<file path="config.mk">
export PLATFORM = sky130hd
export DESIGN_NAME = signer_bitmap_stream_decoder_top_flat
export DESIGN_NICKNAME = d
export VERILOG_FILES = /design/src/sbsd_pkg.sv /design/src/sbsd_req_if.sv /design/src/sbsd_rsp_if.sv /design/src/sbsd_frame_decode.sv /design/src/sbsd_rsp_queue.sv /design/src/signer_bitmap_stream_decoder_top.sv /design/src/flat_wrapper.sv
export SDC_FILE = /design/constraint.sdc
export NUM_CORES = 1
export LEC_CHECK = 0
export BUFFER_PORTS_ARGS = -buffer_cell sky130_fd_sc_hd__buf_2
export CAP_MARGIN = 5
export CORE_MARGIN = 4
export CORE_UTILIZATION = 43
export CTS_BUF_LIST = sky130_fd_sc_hd__clkbuf_8
export DETAILED_ROUTE_END_ITERATION = 10
export PLACE_DENSITY = 0.65
export SKIP_CTS_REPAIR_TIMING = 1
export SLEW_MARGIN = 20
export SYNTH_ARGS = -nofsm -noshare
export SYNTH_HDL_FRONTEND = slang
export SYNTH_SLANG_ARGS = --single-unit
export TNS_END_PERCENT = 50
</file>
<file path="constraint.sdc">
create_clock -name clock -period 10.9 [get_ports clock]
set_input_delay 2.18 -clock clock [delete_from_list [all_inputs] [get_ports clock]]
set_output_delay 2.18 -clock clock [all_outputs]
set_load 0.005 [all_outputs]
</file>
<file path="src/sbsd_pkg.sv">
// Shared types, constants and decode helpers of the signer bitmap stream decoder.
package sbsd_pkg;

   localparam int unsigned DATA_W      = 8;
   localparam int unsigned COUNT_W     = 16;
   localparam int unsigned POS_W       = 17;
   localparam int unsigned COVER_W     = 18;
   localparam int unsigned SIZE_W      = 4;
   localparam int unsigned MAX_BITS    = 2048;
   localparam int unsigned HDR_BYTES   = 3;
   localparam int unsigned BITMAP_PER  = 8;
   localparam int unsigned TRIT_PER    = 5;
   localparam int unsigned TRIT_DIGITS = 5;

   localparam logic [POS_W-1:0]   POS_TOP   = {POS_W{1'b1}};
   localparam logic [COUNT_W-1:0] MAX_COUNT = COUNT_W'(MAX_BITS);

   localparam logic [DATA_W-1:0] VERSION_BITMAP = 8'd0;
   localparam logic [DATA_W-1:0] VERSION_TRIT   = 8'd1;

   localparam int unsigned QUEUE_DEPTH = 4;
   localparam int unsigned QPTR_W      = $clog2(QUEUE_DEPTH);
   localparam int unsigned QCNT_W      = $clog2(QUEUE_DEPTH + 1);

   typedef enum logic [1:0] {
      STATUS_OK      = 2'd0,
      STATUS_SIZE    = 2'd1,
      STATUS_INVALID = 2'd2
   } status_type;

   typedef enum logic {
      KIND_GROUP  = 1'b0,
      KIND_STATUS = 1'b1
   } kind_type;

   typedef enum logic {
      FORMAT_BITMAP = 1'b0,
      FORMAT_TRIT   = 1'b1
   } format_type;

   typedef struct packed {
      logic [POS_W-1:0]   pos;
      logic [DATA_W-1:0]  version;
      logic [COUNT_W-1:0] declared;
      logic [COVER_W-1:0] covered;
   } frame_state_type;

   typedef struct packed {
      kind_type           result_kind;
      logic [COUNT_W-1:0] first_bit;
      logic [DATA_W-1:0]  primary_bits;
      logic [DATA_W-1:0]  fallback_bits;
      logic [SIZE_W-1:0]  group_size;
      status_type         status;
      format_type         format;
      logic               last;
   } result_type;

   // up to two results per request, first one written first
   typedef struct packed {
      logic [1:0] push_count;
      result_type first;
      result_type second;
   } push_type;

   typedef struct packed {
      logic [TRIT_DIGITS-1:0] prim;
      logic [TRIT_DIGITS-1:0] fb;
   } trit_masks_type;

   // Mask of the low 'size' bits, size 0..8.
   function automatic logic [DATA_W-1:0] low_mask(input logic [SIZE_W-1:0] size);
      logic [DATA_W-1:0] ones;
      ones = '1;
      return ones >> (SIZE_W'(DATA_W) - size);
   endfunction

   // Splits a byte into base-3 digits, most significant first, by compare and subtract.
   // Bytes above 242 leave a top digit of 3, which marks neither set.
   function automatic trit_masks_type trit_split(input logic [DATA_W-1:0] value,
                                                 input logic [SIZE_W-1:0] size);
      logic [9:0]     rest;
      logic [9:0]     weight;
      logic [1:0]     digit;
      trit_masks_type masks;
      rest  = 10'(value);
      masks = '0;
      for (int i = TRIT_DIGITS - 1; i >= 0; i--) begin
         weight = 10'(3 ** i);
         if (rest >= 10'(3) * weight) begin
            digit = 2'd3;
            rest  = rest - 10'(3) * weight;
         end else if (rest >= 10'(2) * weight) begin
            digit = 2'd2;
            rest  = rest - 10'(2) * weight;
         end else if (rest >= weight) begin
            digit = 2'd1;
            rest  = rest - weight;
         end else begin
            digit = 2'd0;
         end
         masks.prim[i] = (digit == 2'd1) && (SIZE_W'(i) < size);
         masks.fb[i]   = (digit == 2'd2) && (SIZE_W'(i) < size);
      end
      return masks;
   endfunction

endpackage

</file>
<file path="src/sbsd_req_if.sv">
// Request channel: one buffer byte per handshake.
interface sbsd_req_if;
   logic       valid;
   logic       ready;
   logic [7:0] data_byte;
   logic       last_byte;

   modport source (output valid, data_byte, last_byte, input ready);
   modport sink   (input valid, data_byte, last_byte, output ready);
endinterface

</file>
<file path="src/sbsd_rsp_if.sv">
// Result channel: one group or status result per handshake.
interface sbsd_rsp_if;
   logic        valid;
   logic        ready;
   logic        result_kind;
   logic [15:0] first_bit;
   logic [7:0]  primary_bits;
   logic [7:0]  fallback_bits;
   logic [3:0]  group_size;
   logic [1:0]  status;
   logic        format;
   logic        last;

   modport source (output valid, result_kind, first_bit, primary_bits, fallback_bits,
                   group_size, status, format, last, input ready);
   modport sink   (input valid, result_kind, first_bit, primary_bits, fallback_bits,
                   group_size, status, format, last, output ready);
endinterface

</file>
<file path="src/sbsd_frame_decode.sv">
// Frame state registers and single-pass decode of one buffer byte.
module sbsd_frame_decode #(
   parameter int unsigned MAX_BITS = sbsd_pkg::MAX_BITS
) (
   input  logic                           clock,
   input  logic                           reset,
   input  logic                           accept,
   input  logic [7:0]                     data_byte,
   input  logic                           last_byte,
   input  logic                           pair_mode,
   output sbsd_pkg::push_type             push
);
   import sbsd_pkg::*;

   localparam logic [COUNT_W-1:0] BIT_LIMIT = COUNT_W'(MAX_BITS);

   frame_state_type state_ff, state_in;

   logic [DATA_W-1:0]  version_now;
   logic [COUNT_W-1:0] declared_now;
   logic               is_trit;
   logic               version_ok;
   logic               payload;
   logic               size_ok;
   logic [SIZE_W-1:0]  per;
   logic [COVER_W-1:0] covered_sum;
   logic [COVER_W-1:0] covered_after;
   logic [COVER_W-1:0] declared_wide;
   logic               length_ok;
   logic               group_valid;
   logic [COUNT_W-1:0] remaining;
   logic [SIZE_W-1:0]  size;
   trit_masks_type     trits;
   result_type         group_res;
   result_type         status_res;

   always_comb begin
      // header bytes take effect in the step that carries them
      version_now  = (state_ff.pos == POS_W'(0)) ? data_byte : state_ff.version;
      declared_now = state_ff.declared;
      if (state_ff.pos == POS_W'(1)) begin
         declared_now[7:0] = data_byte;
      end else if (state_ff.pos == POS_W'(2)) begin
         declared_now[15:8] = data_byte;
      end

      is_trit    = (version_now == VERSION_TRIT);
      version_ok = (version_now == VERSION_BITMAP) || (is_trit && pair_mode);
      size_ok    = (declared_now <= BIT_LIMIT);
      per        = is_trit ? SIZE_W'(TRIT_PER) : SIZE_W'(BITMAP_PER);
      payload    = (state_ff.pos >= POS_W'(HDR_BYTES));

      covered_sum   = state_ff.covered + COVER_W'(per);
      covered_after = payload ? covered_sum : state_ff.covered;
      declared_wide = COVER_W'(declared_now);
      length_ok     = (covered_after >= declared_wide) &&
                      (covered_after < declared_wide + COVER_W'(per));

      group_valid = payload && version_ok && size_ok &&
                    (state_ff.covered < declared_wide);
      remaining   = declared_now - state_ff.covered[COUNT_W-1:0];
      size        = (remaining > COUNT_W'(per)) ? per : remaining[SIZE_W-1:0];
      trits       = trit_split(data_byte, size);

      group_res               = '0;
      group_res.result_kind   = KIND_GROUP;
      group_res.first_bit     = state_ff.covered[COUNT_W-1:0];
      group_res.group_size    = size;
      group_res.status        = STATUS_OK;
      group_res.format        = is_trit ? FORMAT_TRIT : FORMAT_BITMAP;
      group_res.last          = 1'b0;
      if (is_trit) begin
         group_res.primary_bits  = DATA_W'(trits.prim);
         group_res.fallback_bits = DATA_W'(trits.fb);
      end else begin
         group_res.primary_bits  = data_byte & low_mask(size);
         group_res.fallback_bits = '0;
      end

      status_res             = '0;
      status_res.result_kind = KIND_STATUS;
      status_res.last        = 1'b1;
      status_res.format      = FORMAT_BITMAP;
      priority if (state_ff.pos < POS_W'(HDR_BYTES - 1)) begin
         status_res.status = STATUS_SIZE;
      end else if (!version_ok) begin
         status_res.status = STATUS_INVALID;
      end else begin
         status_res.format = is_trit ? FORMAT_TRIT : FORMAT_BITMAP;
         priority if (!size_ok) begin
            status_res.status = STATUS_SIZE;
         end else if (!length_ok) begin
            status_res.status = STATUS_INVALID;
         end else begin
            status_res.status = STATUS_OK;
         end
      end

      push.push_count = accept ? (2'(group_valid) + 2'(last_byte)) : 2'd0;
      push.first      = group_valid ? group_res : status_res;
      push.second     = status_res;
   end

   always_comb begin
      state_in = state_ff;
      if (accept) begin
         if (last_byte) begin
            state_in = '0;
         end else begin
            state_in.version  = version_now;
            state_in.declared = declared_now;
            if (state_ff.pos != POS_TOP) begin
               state_in.pos = state_ff.pos + POS_W'(1);
            end
            // hold once far past any declared count
            if (payload && !state_ff.covered[COVER_W-1]) begin
               state_in.covered = covered_sum;
            end
         end
      end
   end

   always_ff @(posedge clock) begin
      if (reset) begin
         state_ff <= '0;
      end else begin
         state_ff <= state_in;
      end
   end

endmodule

</file>
<file path="src/sbsd_rsp_queue.sv">
// Small result queue taking up to two results per cycle, releasing up to one per cycle.
module sbsd_rsp_queue (
   input  logic                 clock,
   input  logic                 reset,
   input  sbsd_pkg::push_type   push,
   input  logic                 pop,
   output logic                 has_space,
   output logic                 out_valid,
   output sbsd_pkg::result_type head
);
   import sbsd_pkg::*;

   result_type        entry_ff [QUEUE_DEPTH];
   logic [QPTR_W-1:0] rd_ptr_ff, rd_ptr_in;
   logic [QPTR_W-1:0] wr_ptr_ff, wr_ptr_in;
   logic [QCNT_W-1:0] count_ff, count_in;
   logic [QPTR_W-1:0] wr_next;

   assign has_space = (count_ff <= QCNT_W'(QUEUE_DEPTH - 2));
   assign out_valid = (count_ff != '0);
   assign head      = entry_ff[rd_ptr_ff];
   assign wr_next   = wr_ptr_ff + QPTR_W'(1);

   always_comb begin
      rd_ptr_in = pop ? rd_ptr_ff + QPTR_W'(1) : rd_ptr_ff;
      wr_ptr_in = wr_ptr_ff + QPTR_W'(push.push_count);
      count_in  = count_ff + QCNT_W'(push.push_count) - QCNT_W'(pop);
   end

   always_ff @(posedge clock) begin
      if (reset) begin
         rd_ptr_ff <= '0;
         wr_ptr_ff <= '0;
         count_ff  <= '0;
      end else begin
         rd_ptr_ff <= rd_ptr_in;
         wr_ptr_ff <= wr_ptr_in;
         count_ff  <= count_in;
      end
   end

   always_ff @(posedge clock) begin
      if (push.push_count != 2'd0) begin
         entry_ff[wr_ptr_ff] <= push.first;
      end
      if (push.push_count == 2'd2) begin
         entry_ff[wr_next] <= push.second;
      end
   end

endmodule

</file>
<file path="src/signer_bitmap_stream_decoder_top.sv">
// Top level of the signer bitmap stream decoder.
// Results of an accepted request are registered in the result queue and leave it on rsp.
// Throughput: one request per cycle; a closing byte adds a status result, so the
//   four-entry result queue sets the pace when rsp stalls or frames are very short.
// Reset (synchronous, active high) clears the frame state and the result queue
//   and sets pair_mode to 1; queued result payloads are not cleared.
module signer_bitmap_stream_decoder_top #(
   parameter int unsigned MAX_BITS = sbsd_pkg::MAX_BITS
) (
   input  logic           clock,
   input  logic           reset,
   sbsd_req_if.sink       req,
   sbsd_rsp_if.source     rsp,
   input  logic           csr_write_enable,
   input  logic           csr_write_data
);
   import sbsd_pkg::*;

   // pair_mode: 1 takes bitmap and trit frames, 0 bitmap frames only
   logic       pair_mode_ff, pair_mode_in;
   logic       req_accept;
   logic       rsp_pop;
   logic       has_space;
   push_type   push;
   result_type head;

   assign pair_mode_in = csr_write_enable ? csr_write_data : pair_mode_ff;

   always_ff @(posedge clock) begin
      if (reset) begin
         pair_mode_ff <= 1'b1;
      end else begin
         pair_mode_ff <= pair_mode_in;
      end
   end

   // A request may yield a group and a status, so two free queue slots are needed.
   assign req.ready  = has_space;
   assign req_accept = req.valid && has_space;
   assign rsp_pop    = rsp.valid && rsp.ready;

   // Header merge, group decode and status checks all happen in one pass
   // against the registered frame state.
   sbsd_frame_decode #(
      .MAX_BITS (MAX_BITS)
   ) u_decode (
      .clock     (clock),
      .reset     (reset),
      .accept    (req_accept),
      .data_byte (req.data_byte),
      .last_byte (req.last_byte),
      .pair_mode (pair_mode_ff),
      .push      (push)
   );

   // Results are registered here, which decouples rsp stalls from req.
   sbsd_rsp_queue u_queue (
      .clock     (clock),
      .reset     (reset),
      .push      (push),
      .pop       (rsp_pop),
      .has_space (has_space),
      .out_valid (rsp.valid),
      .head      (head)
   );

   assign rsp.result_kind   = head.result_kind;
   assign rsp.first_bit     = head.first_bit;
   assign rsp.primary_bits  = head.primary_bits;
   assign rsp.fallback_bits = head.fallback_bits;
   assign rsp.group_size    = head.group_size;
   assign rsp.status        = head.status;
   assign rsp.format        = head.format;
   assign rsp.last          = head.last;

endmodule
</file>
<file path="src/flat_wrapper.sv">
// flat-port wrapper written by rule: the top's interface ports become plain ports
module signer_bitmap_stream_decoder_top_flat import sbsd_pkg::*;
#(
   parameter int unsigned MAX_BITS = sbsd_pkg::MAX_BITS
)
  (clock, reset, csr_write_enable, csr_write_data, req_valid, req_data_byte, req_last_byte, req_ready, rsp_valid, rsp_result_kind, rsp_first_bit, rsp_primary_bits, rsp_fallback_bits, rsp_group_size, rsp_status, rsp_format, rsp_last, rsp_ready);
  sbsd_req_if req_i ();
  sbsd_rsp_if rsp_i ();
  input  logic clock;
  input  logic reset;
  input  logic csr_write_enable;
  input  logic csr_write_data;
  input wire logic [$bits(req_i.valid)-1:0] req_valid;
  input wire logic [$bits(req_i.data_byte)-1:0] req_data_byte;
  input wire logic [$bits(req_i.last_byte)-1:0] req_last_byte;
  output wire logic [$bits(req_i.ready)-1:0] req_ready;
  output wire logic [$bits(rsp_i.valid)-1:0] rsp_valid;
  output wire logic [$bits(rsp_i.result_kind)-1:0] rsp_result_kind;
  output wire logic [$bits(rsp_i.first_bit)-1:0] rsp_first_bit;
  output wire logic [$bits(rsp_i.primary_bits)-1:0] rsp_primary_bits;
  output wire logic [$bits(rsp_i.fallback_bits)-1:0] rsp_fallback_bits;
  output wire logic [$bits(rsp_i.group_size)-1:0] rsp_group_size;
  output wire logic [$bits(rsp_i.status)-1:0] rsp_status;
  output wire logic [$bits(rsp_i.format)-1:0] rsp_format;
  output wire logic [$bits(rsp_i.last)-1:0] rsp_last;
  input wire logic [$bits(rsp_i.ready)-1:0] rsp_ready;
  assign req_i.valid = req_valid;
  assign req_i.data_byte = req_data_byte;
  assign req_i.last_byte = req_last_byte;
  assign req_ready = req_i.ready;
  assign rsp_valid = rsp_i.valid;
  assign rsp_result_kind = rsp_i.result_kind;
  assign rsp_first_bit = rsp_i.first_bit;
  assign rsp_primary_bits = rsp_i.primary_bits;
  assign rsp_fallback_bits = rsp_i.fallback_bits;
  assign rsp_group_size = rsp_i.group_size;
  assign rsp_status = rsp_i.status;
  assign rsp_format = rsp_i.format;
  assign rsp_last = rsp_i.last;
  assign rsp_i.ready = rsp_ready;
  signer_bitmap_stream_decoder_top #(.MAX_BITS(MAX_BITS)) u_core (.clock(clock), .reset(reset), .req(req_i), .rsp(rsp_i), .csr_write_enable(csr_write_enable), .csr_write_data(csr_write_data));
endmodule
</file>
After elaboration in Yosys (flattened, before gate mapping)
Memories as Yosys holds them, arrays and structs flattened. A register that Yosys moved wholly into a read port is not among the register bits.
Cells that the tools add are included.
Storage, ports and cells
  flip-flop bits (word level): 67
  RAM bits: 164
  input port bits: 15
  output and inout bits: 43
  word-level logic and storage cells: 158
  memories kept: 1
Cells by class
  $add $sub $neg: 23
  magnitude comparators: 28
  equal/unequal tests: 15
  shift-type cells: 1
  muxes and demuxes: 53
  bitwise gates (word level): 1
  reduce and logical (&&, ||, !) cells: 28
Memories
  u_core.u_queue.entry_ff: words 4, bits a word 41, rd ports 1, clocked after Yosys merged registers in 1, wr ports 2, RTL line sbsd_rsp_queue.sv:13  | result_type entry_ff [QUEUE_DEPTH];
Operators with widths (number)
  two-way mux 10 bit: 12
  two-way mux 59 bit: 1
  two-way mux 41 bit: 1
  two-way mux 18 bit: 2
  two-way mux 2 bit: 17
  two-way mux 8 bit: 4
  >= comparator 10 x 2 -> 1 bit, second input constant: 3
  >= comparator 10 x 5 -> 1 bit, second input constant: 3
  subtractor 10 x 5 -> 10 bit, second input constant: 3
  >= comparator 10 x 4 -> 1 bit, second input constant: 2
  subtractor 10 x 4 -> 10 bit, second input constant: 2
  adder 18 x 4 -> 18 bit: 1
  >= comparator 18 x 16 -> 1 bit: 1
  logical AND 1 bit: 18
  less-than comparator 18 x 16 -> 1 bit: 1
  less-than comparator 18 x 17 -> 1 bit: 1
  subtractor 8 x 8 -> 9 bit, second input constant: 2
  adder 16 x 4 -> 17 bit: 1
  adder 17 x 1 -> 17 bit, second input constant: 1
  == test 17 x 1 -> 1 bit, second input constant: 1
  == test 17 x 2 -> 1 bit, second input constant: 1
  >= comparator 17 x 2 -> 1 bit, second input constant: 1
  logical NOT 17 bit: 1
  less-than comparator 17 x 2 -> 1 bit, second input constant: 1
  other kinds (40): 68

Logic depth before layout (Yosys ltp)
Gate-level depths: netlist of run 1.
  depth after elaboration: 24
  mapped depth: 34
  mapped depth without buffers: 30

Hierarchy
From an unflattened synthesis of run 1, not the netlist that was laid out.
Unflattened totals
  cells, all modules: 1638
  area total of the unflattened synthesis: 17305.3 µm²
By module, submodules not included
  sbsd_frame_decode: instances 1, cells each 1189, area an instance 8851.0 µm², seq. area each 1181.1 µm²
  sbsd_rsp_queue: instances 1, cells each 444, area an instance 8406.8 µm², seq. area each 5104.9 µm²
  signer_bitmap_stream_decoder_top: instances 1, cells each 5, area an instance 47.5 µm², seq. area each 20.0 µm²

Least setup slack after synthesis of run 1
OpenSTA, ideal clock, no wires.
  path type: input to register
  start point: in req_data_byte[2]
  end point: mem u_core.u_queue.entry_ff[0][8] (netlist bit)
  library setup time: 0.117 ns
  arrival time: 9.202 ns
  required time: 10.783 ns
  slack: 1.581 ns
  stages on the path: 32
  buffers on the path: 4
  cell sequence: buf_6 clkbuf_1 inv_1 ha_1 nor3b_2 a311oi_4 nor3_1 nor4_2 inv_1 ha_1 and3_1 mux2_2 o311ai_2 nand2_2 a21oi_1 and2_1 clkbuf_1 inv_1 ha_1 nor3b_1 o2111a_1 or4_1 and2_1 buf_4 inv_2 ha_1 nor2b_1 a21oi_1 a311oi_1 xnor2_1 and4bb_4 a22o_1
RTL lines
  start: declaration: RTL line flat_wrapper.sv:14  | input wire logic [$bits(req_i.data_byte)-1:0] req_data_byte;
  end: declaration: RTL line sbsd_rsp_queue.sv:13

==> impl_metrics.json, run 1 <==
{
  "antenna_found_initial": 0,
  "ir_worst_vdd_v": 0.0000933,
  "ant_nets": 0,
  "netlist_area_um2": 14500,
  "critical_path_buf_inv_count": 4,
  "final_nets": 1846,
  "yosysWarnings": 0,
  "async_reset_ff_share_pct": 0,
  "rsz0062_at_grt": "false",
  "drv_cap": 0,
  "synthXorXnorAreaFrac_pct": 3.85,
  "cp_slowest_stage_delay_ns": 0.83,
  "p_leak_nw": 6.20,
  "cp_slowest_cell": "o311ai_1",
  "drtIter0Drc": 1213,
  "synthMuxAreaShare_pct": 7.59,
  "rows": 67,
  "synth.distinct_cells": 112,
  "max_freq_ghz": 0.103,
  "first_pass_iters": 6,
  "dpl_cell_area_um2": 15100,
  "fin_area_um2": 15900,
  "area_growth_pct": 9.18,
  "cts.sinks": 217,
  "drv_slew": 0,
  "wirelength_mm": 41.2,
  "boundaryPins": 58,
  "clkLatencyLatePin_ns": 0.57,
  "core-area_um2": 33400,
  "setup-violations-final": 0,
  "numCtsBuffers": 38,
  "powerDensity_nw_per_um2": 162,
  "synth_ff_type": "dfxtp_1",
  "die_area_um2": 36800,
  "ctsHtreeMaxLevel": 2,
  "relSlewSlack_pct": 30.1,
  "root_buffer": "clkbuf_8",
  "ys_seq_elements": 217,
  "arrival_ns": 10.20,
  "grt_pass1_vias": 12594,
  "ys_seq_area_share_pct": 30.7,
  "drc": 0,
  "critPathRequiredTime_ns": 11.41,
  "vias": 12874,
  "hpwlAfterDp_mm": 29.8,
  "startpoint_type": "primary input",
  "hold_class": "flop to flop",
  "fin_crit_ns": 9.69,
  "cts_tree": "done",
  "antennaDiodeCount": 0,
  "final_cells": 2189,
  "synth_top_family_by_area": "compound AO/OA/AOI/OAI gates",
  "cp_max_fo": 20,
  "via_per_inst": 5.88,
  "synth_compound_area_share_pct": 23.3,
  "port_buffers": 54,
  "clock_skew_ns": 0.0385,
  "setup_tns_ns": 0,
  "place_congestion": 0.933,
  "drive_gt1_share_pct": 13.1,
  "yosys.area_share.simple_pct": 18.7,
  "synth_edf_count": 12,
  "finalHoldViolations": 0,
  "fin_crit_sh_pct": 88.9,
  "status": "complete, no violations",
  "grt_first_pass_wirelength_mm": 67.1,
  "wl_per_cell_um": 18.8,
  "end_kind": "flop",
  "grt_overflow": 0,
  "path_delay_family": "simple AND/OR/NAND/NOR gates",
  "die_x_um": 192,
  "clkTransAtPathRegs_ns": 0.06,
  "worstMarginPinSlew_ns": 1.05,
  "crit_type": "primary input to flop",
  "synthCells": 1698,
  "track_usage_pct": 22.3,
  "synth-adder-area-share_pct": 10.3,
  "grt_start_max_net_pins": 55,
  "initial_core_util_pct": 43.5,
  "die_h_um": 192,
  "cts_buffer_depth": 3,
  "synth.avg_cell_area_um2": 8.57,
  "dp_cells": 2121
}
-- state kept, by name, summed over array words and instances (netlist names), named ones only --
register	count
u_core.u_queue.rd_ptr_ff	2
u_core.u_queue.entry_ff	148
u_core.u_decode.state_ff	43
u_core.u_decode.group_res	16
u_core.pair_mode_ff	1
u_core.u_queue.count_ff	3
u_core.u_queue.wr_ptr_ff	2
-- where the power goes --
| group | total [W] | internal [W] | leakage [nW] | switching [W] |
|---|---|---|---|---|
| Combinational | 0.000930 | 0.000351 | 3.96 | 0.000579 |
| Clock | 0.000805 | 0.000452 | 0.456 | 0.000353 |
| Sequential | 0.000845 | 0.000822 | 1.78 | 0.0000228 |
-- cell usage after synthesis (all sizes together) (8+ instances only) --
cell type    n  area share [%]
nor2       147             3.8
dfxtp      205              28
nand4       15            0.75
a211oi      22             1.2
mux4        37             5.7
a31oi       11            0.47
a21o        36             1.9
o21ai      167             5.7
a21oi       71             2.5
nor4        19            0.86
a311oi      12            0.93
and3        13            0.56
xnor2       50             3.0
nand2      177             4.6
nand3       52             1.8
a22oi       31             1.6
a211o        8            0.49
o211ai      10            0.65
and2        15            0.65
a2111oi      8            0.61
ha         116              10
or3         17            0.73
clkbuf      62             1.6
a22o        25             1.5
inv         89             2.3
mux2         9            0.72
nor3        43             1.5
edfxtp      12             2.5
mux2i       14             1.1
xor2        14            0.84
nand2b      19            0.87
nor2b       18            0.77
buf         33             1.6
-- cell type report --
type	instances	area [um2]
fill	3253	17600
multi-input combinational	1297	9320
sequential	217	4470
clock buffer	45	619
tap	448	561
timing repair buffer	68	375
inverter	91	347
clock inverter	23	194
-- worst reg2reg max path, stage by stage, from the launching register on --
cell and delay [ns]:
dfxtp_1 0.35, nor4_1 0.36, nand4_1 0.25, inv_1 0.13, nand2_1 0.32, o21ai_1 0.77
ha_1 0.38, nor2b_1 0.13, o21ai_0 0.22, a21oi_1 0.14, nor2_1 0.30, ha_1 0.31
a21oi_1 0.13, a41oi_1 0.10, a2111oi_0 0.52, o2111ai_1 0.19, nor2_1 0.17, o221ai_1 0.15
nor4_1 0.20, buf_4 0.23, mux2i_1 0.40, inv_1 0.12, ha_1 0.27, xnor2_1 0.19
nor2b_1 0.25, nor3b_1 0.81, a22o_1 0.24
-- cells in the final DEF (no fill, tap or decap), types with 31 or more instances in the layout --
cell type / instances
dfxtp_1: 203
nand2_1: 176
o21ai_0: 155
nor2_1: 142
ha_1: 116
inv_1: 95
a21oi_1: 70
buf_2: 54
nand3_1: 51
xnor2_1: 50
clkbuf_8: 45
nor3_1: 43
mux4_2: 37
a21o_1: 35
a22oi_1: 31
-- per-stage QoR --
step           setup WS, ns  power, W  utilization [%]  hold slack [ns]
5_1_grt               0.611   0.00274             47.5            0.478
4_1_cts                1.32   0.00259             47.5            0.453
3_5_place_dp          0.729   0.00178             45.0            0.438
6_report               1.21   0.00258             47.5            0.447
3_3_place_gp          0.887   0.00178             45.0            0.429
2_1_floorplan          1.58   0.00158                -            0.420
-- logic make-up after synthesis --
group	Yosys count
AO/OA/AOI/OAI	487
XOR/XNOR	64
adder cells (fa/ha/maj)	118
buffers and inverters	186
flip-flops	217
multiplexers	60
other	1
AND/OR/NAND/NOR	565
-- path summary, 6_finish.rpt --
kind                                       start                        endpoint  slack (ns)  cells past startpoint
setup / recovery                req_data_byte[2]   u_core.u_queue.entry_ff[3][8]        1.21                     26
hold / removal    u_core.u_queue.entry_ff[2][37]  u_core.u_queue.entry_ff[2][37]        0.45                      2
setup reg to reg    u_core.u_decode.state_ff[44]  u_core.u_queue.entry_ff[3][21]        3.26                     26
hold reg to reg   u_core.u_queue.entry_ff[2][37]  u_core.u_queue.entry_ff[2][37]        0.45                      2
-- metal layers --
layer	part of all wire, %	GRT usage (%)	vias to the layer above
li1	-	-	6238
met1	47	31.4	6199
met2	45	36.0	382
met3	6.2	3.45	55
met4	1.6	5.61	0
met5	0	0	-
Power figures use the tool's default switching activity.
==> run 2: changes to the inputs <==
--- a/config.mk
+++ b/config.mk
@@ -8,10 +8,10 @@
 export BUFFER_PORTS_ARGS = -buffer_cell sky130_fd_sc_hd__buf_2
 export CAP_MARGIN = 5
 export CORE_MARGIN = 4
-export CORE_UTILIZATION = 43
+export CORE_UTILIZATION = 50
 export CTS_BUF_LIST = sky130_fd_sc_hd__clkbuf_8
 export DETAILED_ROUTE_END_ITERATION = 10
-export PLACE_DENSITY = 0.65
+export PLACE_DENSITY = 0.7
 export SKIP_CTS_REPAIR_TIMING = 1
 export SLEW_MARGIN = 20
 export SYNTH_ARGS = -nofsm -noshare
==> run 2 against run 1 <==
First-iteration DRC count down 1.8%. Critical endpoint unchanged. Global-route usage up 2.6 points. Largest cell class unchanged. Total power down 4.8%. Worst setup slack worse by 0.047 ns. Flip-flop and latch count unchanged. Design area down 1.5%. Cell count down 3.2%. Clock-buffer cell count down 5. Sequential power about the same. Combinational power up 0.5%. Worst hold slack better by 0.00057 ns.
==> impl_metrics.json, run 2 (synthesis results as in run 1) <==
{
  "cp_slowest_cell": "nor4_2",
  "place_congestion": 0.970,
  "worstRegToRegCells": 26,
  "largest_reg_flops": 148,
  "final_core_util_pct": 54.5,
  "fin_crit_ns": 9.74,
  "top_register": "u_core.u_queue.entry_ff",
  "clkLatencyLatePin_ns": 0.56,
  "boundaryPins": 58,
  "clock_skew_ns": 0.0302,
  "grt_start_max_net_pins": 55,
  "rows": 62,
  "worstMarginPinSlew_ns": 1.13,
  "finalHoldViolations": 0,
  "dpl_cell_area_um2": 15000,
  "cp_slowest_stage_delay_ns": 0.68,
  "ant_nets": 0,
  "arrival_ns": 10.18,
  "end_kind": "flop",
  "track_usage_pct": 24.9,
  "grt_pass1_vias": 12264,
  "hold_class": "flop to flop",
  "die_x_um": 179,
  "grt_overflow": 0,
  "numCtsBuffers": 37,
  "drc": 0,
  "drtIter0Drc": 1191,
  "clkTransAtPathRegs_ns": 0.06,
  "endpoint": "u_core.u_queue.entry_ff[3][8]",
  "port_buffers": 54,
  "rrSetupSlack_ns": 2.93,
  "initial_core_util_pct": 50.7,
  "critPathRequiredTime_ns": 11.34,
  "cp-startpoint": "req_data_byte[2]",
  "wirelength_mm": 40.7,
  "p_leak_nw": 6.14,
  "wl_per_cell_um": 19.2,
  "die_area_um2": 31900,
  "root_buffer": "clkbuf_8",
  "via_per_inst": 6.15,
  "final_common_cell": "dfxtp_1",
  "area_growth_pct": 7.53,
  "startpoint_type": "primary input",
  "hpwlAfterDp_mm": 29.2,
  "hold_slack_ns": 0.448,
  "power_w": 0.00246,
  "cts.sinks": 217,
  "setup-violations-final": 0,
  "cts_buffer_depth": 3,
  "core-area_um2": 28700,
  "antennaDiodeCount": 0,
  "powerDensity_nw_per_um2": 157,
  "die_h_um": 179,
  "relSlewSlack_pct": 24.1,
  "cts_tree": "done",
  "antenna_found_initial": 0,
  "setup_tns_ns": 0,
  "ctsHtreeMaxLevel": 2,
  "rsz0062_at_grt": "false",
  "fin_area_um2": 15600,
  "layout_common_cells": "dfxtp_1, nand2_1, o21ai_0",
  "status": "complete, no violations",
  "drv_slew": 0,
  "final_nets": 1846,
  "drive_gt1_share_pct": 12.4,
  "grt_first_pass_wirelength_mm": 64.6,
  "crit_type": "primary input to flop",
  "fin_crit_sh_pct": 89.3,
  "vias": 13034,
  "r2r_start": "u_core.u_decode.state_ff[48]",
  "drv_cap": 0,
  "ir_worst_vdd_v": 0.0000741,
  "reg2reg_to": "u_core.u_queue.entry_ff[1][21]",
  "first_pass_iters": 5,
  "cp_max_fo": 20,
  "max_freq_ghz": 0.103
}
-- run 2: cell count changes in the layout (fill, tap and decap cells not counted), sizes merged --
cell,previous run,this run
clkinv,11,7
clkbuf,45,40
inv,100,106
buf,68,69
bufinv,3,0
-- run 2: how the worst min path moves through the flow --
| stage | cells after the start | to | start | slack [ns] |
|---|---|---|---|---|
| after CTS | 2 | u_core.u_queue.entry_ff[2][12] | u_core.u_queue.entry_ff[2][12] | 0.45 |
| after global placement | 2 | u_core.u_queue.entry_ff[2][4] | u_core.u_queue.entry_ff[2][4] | 0.43 |
| after global routing | 2 | u_core.u_queue.entry_ff[2][24] | u_core.u_queue.entry_ff[2][24] | 0.47 |
| after floorplan | 2 | u_core.u_queue.entry_ff[2][11] | u_core.u_queue.entry_ff[2][11] | 0.42 |
| after detailed placement | 2 | u_core.u_queue.entry_ff[2][39] | u_core.u_queue.entry_ff[2][39] | 0.44 |
| final | 2 | u_core.u_queue.entry_ff[2][39] | u_core.u_queue.entry_ff[2][39] | 0.45 |
-- run 2: metal layers --
metal / part of all wire [%] / vias up / GRT usage, % / wire length, um
li1: - / 6228 / - / -
met1: 45 / 6264 / 34.0 / 18200
met2: 46 / 464 / 40.8 / 18700
met3: 6.7 / 78 / 4.28 / 2730
met4: 2.4 / 0 / 7.16 / 980
met5: 0 / - / 0 / 0
-- run 2: stage by stage --
| stage | instances | setup WS [ns] |
|---|---|---|
| 6_report | 2120 | 1.16 |
| 4_1_cts | 2120 | 1.35 |
| 2_1_floorplan | 1700 | 1.58 |
| 3_5_place_dp | 2058 | 0.803 |
| 5_1_grt | 2120 | 0.474 |
| 3_3_place_gp | 2058 | 1.01 |
-- run 2: power breakdown --
| part | leakage [nW] | internal [W] | switching (W) |
|---|---|---|---|
| Combinational | 3.96 | 0.000353 | 0.000582 |
| Sequential | 1.78 | 0.000822 | 0.0000225 |
| Clock | 0.398 | 0.000340 | 0.000336 |
| Total | 6.14 | 0.00152 | 0.000940 |
-- run 2: critical path, delay by kind of cell --
family,cells,cell delay (ns)
and+or+nand+nor,11,3.21
AOI/OAI and AO/OA,9,2.32
adders and majority gates,4,1.11
buffers and inverters,5,1.08
muxes,1,0.29
-- run 2: layout make-up --
cell class | count | area [um2]
clock inverters | 22 | 111
clock buffers | 40 | 551
fillers | 2669 | 13100
inverters | 91 | 347
well taps | 384 | 480
flip-flops and latches | 217 | 4470
repair buffers | 69 | 383
multi-input cells | 1297 | 9300
